==> config.mk <==
export PLATFORM = sky130hd
export DESIGN_NAME = lpsc_queue
export DESIGN_NICKNAME = d
export VERILOG_FILES = /design/src/lpsc_pkg.sv /design/src/lpsc_queue.sv
export SDC_FILE = /design/constraint.sdc
export NUM_CORES = 1
export LEC_CHECK = 0
export ABC_AREA = 1
export BUFFER_PORTS_ARGS = -buffer_cell sky130_fd_sc_hd__buf_2
export CAP_MARGIN = 20
export CORE_MARGIN = 2
export CORE_UTILIZATION = 40
export CTS_CLUSTER_DIAMETER = 150
export DETAILED_ROUTE_END_ITERATION = 10
export PLACE_DENSITY = 0.62
export SETUP_SLACK_MARGIN = 0.15
export SYNTH_ARGS = -nofsm -noshare
export SYNTH_HDL_FRONTEND = slang
export SYNTH_SLANG_ARGS = --single-unit
==> constraint.sdc <==
create_clock -name clock -period 2.02 [get_ports clock]
set_input_delay 0.101 -clock clock [delete_from_list [all_inputs] [get_ports clock]]
set_output_delay 0.101 -clock clock [all_outputs]
set_load 0.02 [all_outputs]
==> src/lpsc_pkg.sv <==
// ----------------------------------------------------------------------------
// lpsc_pkg
// Shared types and constants for the length-prefix to start-code converter.
// ----------------------------------------------------------------------------
package lpsc_pkg;

   localparam int unsigned BYTE_W       = 8;
   localparam int unsigned LEN_W        = 32;
   localparam int unsigned STATUS_W     = 2;
   localparam int unsigned QUEUE_DEPTH  = 4;
   localparam int unsigned QUEUE_AW     = $clog2(QUEUE_DEPTH);

   localparam logic [STATUS_W-1:0] ST_OK       = 2'd0;
   localparam logic [STATUS_W-1:0] ST_TOO_LONG = 2'd1;
   localparam logic [STATUS_W-1:0] ST_TRUNC    = 2'd2;

   localparam logic [BYTE_W-1:0] SC_ZERO_BYTE = 8'h00;
   localparam logic [BYTE_W-1:0] SC_LAST_BYTE = 8'h01;
   localparam logic [1:0]        SC_LAST_IDX  = 2'd3;
   localparam logic [1:0]        HDR_LAST_IDX = 2'd3;

   typedef enum logic [1:0] {
      PH_HEADER,
      PH_PAYLOAD,
      PH_PASS,
      PH_SWALLOW
   } phase_type;

   // what the back end has to emit for one queued entry
   typedef enum logic [1:0] {
      ACT_SINGLE,
      ACT_START,
      ACT_BYTE_TRUNC
   } act_kind_type;

   typedef struct packed {
      act_kind_type        kind;
      logic [BYTE_W-1:0]   data;
      logic                byte_valid;
      logic [STATUS_W-1:0] status;
      logic                end_flag;
   } entry_type;

   typedef struct packed {
      logic      valid;
      entry_type entry;
   } push_type;

   typedef struct packed {
      logic full;
      logic empty;
   } queue_status_type;

endpackage

==> src/lpsc_queue.sv <==
// ----------------------------------------------------------------------------
// lpsc_queue
// Small first-in first-out queue of actions between the parser and the emitter.
// ----------------------------------------------------------------------------
module lpsc_queue
   import lpsc_pkg::*;
(
   input  logic             clock,
   input  logic             reset,
   input  push_type         push,
   input  logic             pop,
   output entry_type        head,
   output queue_status_type q_status
);

   entry_type             slots_ff [QUEUE_DEPTH];
   logic [QUEUE_AW-1:0]   wr_ptr_ff, wr_ptr_in;
   logic [QUEUE_AW-1:0]   rd_ptr_ff, rd_ptr_in;
   logic [QUEUE_AW:0]     count_ff, count_in;
   logic                  do_push;
   logic                  do_pop;

   assign q_status.full  = (count_ff == (QUEUE_AW+1)'(QUEUE_DEPTH));
   assign q_status.empty = (count_ff == '0);
   assign do_push        = push.valid && !q_status.full;
   assign do_pop         = pop && !q_status.empty;
   assign head           = slots_ff[rd_ptr_ff];

   always_comb begin
      wr_ptr_in = do_push ? wr_ptr_ff + QUEUE_AW'(1) : wr_ptr_ff;
      rd_ptr_in = do_pop  ? rd_ptr_ff + QUEUE_AW'(1) : rd_ptr_ff;
      count_in  = count_ff;
      if (do_push && !do_pop) begin
         count_in = count_ff + (QUEUE_AW+1)'(1);
      end else if (do_pop && !do_push) begin
         count_in = count_ff - (QUEUE_AW+1)'(1);
      end
   end

   always_ff @(posedge clock) begin
      if (reset) begin
         wr_ptr_ff <= '0;
         rd_ptr_ff <= '0;
         count_ff  <= '0;
      end else begin
         wr_ptr_ff <= wr_ptr_in;
         rd_ptr_ff <= rd_ptr_in;
         count_ff  <= count_in;
      end
   end

   always_ff @(posedge clock) begin
      if (do_push) begin
         slots_ff[wr_ptr_ff] <= push.entry;
      end
   end

endmodule

==> flow_metrics.py <==
metrics = {
    "worst_hold_path": {
        "hold_class": "input port to flip-flop",
        "holdCritStartpoint": "pop",
    },
    "grt": {
        "overflow": 0,
        "grt_pass1_vias": 1593,
        "antenna_found_initial": 0,
        "grt_start_max_net_pins": 29,
        "track_usage_pct": 14.2,
        "grt_pass1_wl_um": 7650,
    },
    "critical_path": {
        "cpMaxStageDelayCell": "dfxtp_2",
        "critPathMaxStageDelay_ns": 0.38,
        "start_kind": "flip-flop",
        "startpoint": "count_ff[1]$_SDFFE_PP0P_",
        "cp.required_ns": 2.26,
        "arrival_ns": 1.95,
        "path_max_fanout": 5,
        "crit_path_cell_trace": "nor2_4, nand2_2, nand2_4, inv_2, ha_1, inv_1, fa_1, inv_1, nand2_1, nand3_1, nand2_1, nand2_1, nor2_1",
        "end_kind": "flip-flop",
        "cp_common_cell": "nand2_1",
        "critPathKind": "flip-flop to flip-flop",
        "reg2reg_from": "count_ff[1]$_SDFFE_PP0P_",
    },
    "place": {
        "gp_congestion": 0.786,
        "io_buffers": 33,
        "dp_cells": 316,
        "pre_cts_ws_ns": 0.258,
        "dpl.hpwl_um": 2920,
        "place_area_sq_mm": 0.00294,
    },
    "timing": {
        "setup_tns_ns": 0,
        "skew_ns": 0.0111,
        "post-route-period-util_pct": 84.6,
        "fin_crit_ns": 1.71,
        "tightest_slew_ns": 0.494,
        "rsz0062_at_grt": "true",
        "setup_viol": 0,
        "maxSlewViolCount": 0,
        "fmax_ghz": 0.585,
        "timing.final.ws_setup_ns": 0.311,
        "relSlewSlack_pct": 67.1,
        "hold_viol": 0,
    },
    "power": {
        "p_sw_share_pct": 34.4,
        "p_clk_share_pct": 22.8,
        "p_comb_share_pct": 31.9,
        "power.density_mw_per_mm2": 1180,
        "seqPwrFrac_pct": 45.3,
        "leakage_nw": 1.23,
        "p_sw_w": 0.00132,
        "intPower_w": 0.00251,
        "vdd.ir_drop.worst_mv": 0.527,
    },
    "detailed_routing": {
        "drtPass1Iterations": 4,
        "ant_nets": 0,
        "drc": 0,
        "vias": 1641,
        "first_iter_violations": 105,
        "wl_per_cell_um": 13.4,
        "route.final.wire_length_um": 4650,
        "viasPerCell": 4.74,
    },
    "clock_tree": {
        "cts.path.max_buffers": 2,
        "cts.sink_count": 65,
        "cts_made_buffers": 9,
        "htreeDepth": 3,
        "cts_tree": "yes",
        "insertion_delay_ns": 0.34,
        "path_clk_slew_ns": 0.07,
        "clock-root-buffer": "clkbuf_8",
    },
    "finish": {
        "area_delta_synth_final_pct": 20.3,
        "num_antenna_cells": 0,
        "finalInstanceArea_sq_mm": 0.00325,
        "fin_util_pct": 50.5,
        "fill_cells": 570,
        "final_layout_size_suffix_gt1_share_pct": 29.7,
        "final_cells": 346,
        "fin_nets": 289,
    },
    "logic_synthesis": {
        "ys_ff_latch": 65,
        "postSynth.asyncResetShare_pct": 0,
        "syn_area_sq_mm": 0.00270,
        "synth.top_cells.by_count": "edfxtp_1 (56), nor2_1 (41), inv_1 (15), o21ai_1 (14), nand2_1 (11)",
        "syn_nets": 229,
        "synth-edff-count": 56,
        "synth.distinct_cells": 23,
        "synth.most_common_cell": "edfxtp_1",
        "synth_top_area_share_pct": 62.3,
        "netlist_instances": 205,
        "ys.warnings.count": 0,
        "yosysTopAreaCell": "edfxtp_1",
        "synth_area_leaders": "edfxtp_1 (62%), dfxtp_1 (6.7%), nor2_1 (5.7%), o22ai_2 (4.6%), o21ai_1 (2.6%)",
        "dominantRegCellSynth": "edfxtp_1",
        "yosysSeqAreaShare_pct": 69.0,
        "syn-mean-instance-area_sq_um": 13.2,
    },
    "die": {
        "die_width_um": 86.1,
        "num_rows": 29,
        "dieArea_sq_mm": 0.00742,
        "core_area_sq_mm": 0.00642,
        "die_h_um": 86.1,
        "io_pins": 34,
        "initial_core_util_pct": 42.0,
    },
    "status": {
        "status": "finished, final reports clean",
    },
    "flow_run": {
        "maxCapViolCount": 0,
    },
}
==> final timing paths <==
check / end / slack [ns] / cells after the start
worst min-delay path: rd_ptr_ff[1]$_SDFFE_PP0P_ / 0.07 / 3
worst max register to register: count_ff[2]$_SDFFE_PP0P_ / 0.31 / 13
worst min register to register: rd_ptr_ff[1]$_SDFFE_PP0P_ / 0.49 / 2
worst max-delay path: count_ff[2]$_SDFFE_PP0P_ / 0.31 / 13
==> cell usage in the layout, fill, tap and decap left out, types with 2 or more instances in the layout <==
cell           netlist  routed
a21oi_1              3       3
buf_2                1      33
buf_4                0       8
clkbuf_1             0       2
clkbuf_8             0       9
clkinv_2             0       2
dfxtp_1              9       6
dfxtp_2              0       3
dlygate4sd3_1        0      15
edfxtp_1            56      56
ha_1                 5       5
inv_1               15      15
inv_2                3       3
nand2_1             11      11
nand2_2              3       3
nand3_1              4       4
nor2_1              41      41
o21ai_0              9       8
o21ai_1             14      15
o21ai_2              6       6
o22ai_1              4       4
o22ai_2             10      10
==> worst max-delay path: cells and delay by family, from the launching register on <==
| kind | cells | cell delay (ns) |
|---|---|---|
| adder cells (fa/ha/maj) | 2 | 0.54 |
| buffers and inverters | 3 | 0.20 |
| flip-flops | 1 | 0.38 |
| AND/OR/NAND/NOR | 8 | 0.47 |
==> through the flow <==
| stage | hold WS, ns | power [W] |
|---|---|---|
| floorplan | 0.170 | 0.00268 |
| global placement | 0.317 | 0.00297 |
| detailed placement | 0.319 | 0.00298 |
| CTS | 0.0559 | 0.00388 |
| global route | 0.0647 | 0.00409 |
| finish | 0.0686 | 0.00383 |
==> cell families after synthesis <==
group | count (synthesis) | share of synthesized area (%)
XOR/XNOR | 1 | 0.325
AO/OA/AOI/OAI | 46 | 12.3
buffers and inverters | 25 | 5.52
AND/OR/NAND/NOR | 62 | 9.78
flip-flops | 65 | 69.0
adder cells (fa/ha/maj) | 6 | 3.06
==> routing by layer <==
layer | share of wire (%) | track usage, % | vias to the layer above
met5 | 0 | 0 | -
met4 | 1.8 | 8.51 | 0
met3 | 5.2 | 3.75 | 7
met2 | 48 | 21.0 | 36
met1 | 45 | 18.8 | 757
li1 | - | - | 841
==> sequential cells by signal (all words and copies together) (netlist names), named ones only <==
register,cells
count_ff,3
rd_ptr_ff,2
wr_ptr_ff,2
slots_ff,56
==> cell type report <==
class	count	area, sq um	share of cell area (%)
sequential	65	1870	57.5
multi-input combinational	115	688	21.2
timing repair buffer	56	375	11.6
clock buffer	11	131	4.05
tap	77	96.3	2.97
inverter	18	67.6	2.08
clock inverter	4	21.3	0.655
==> power groups by stage <==
stage / Clock (W) / Sequential (W) / Combinational [W]
floorplan: 0 / 0.00174 / 0.000941
global placement: 0 / 0.00176 / 0.00121
detailed placement: 0 / 0.00176 / 0.00122
CTS: 0.000902 / 0.00173 / 0.00124
global route: 0.000975 / 0.00176 / 0.00136
finish: 0.000872 / 0.00174 / 0.00122
==> timing repair <==
action,in CTS,in global routing
hold buffers,15,0
endpoints found under the setup margin,0,13
endpoints found under the hold margin,61,0
gates resized for setup,0,4
setup buffers,0,0
(Power assumes the default switching activity.)
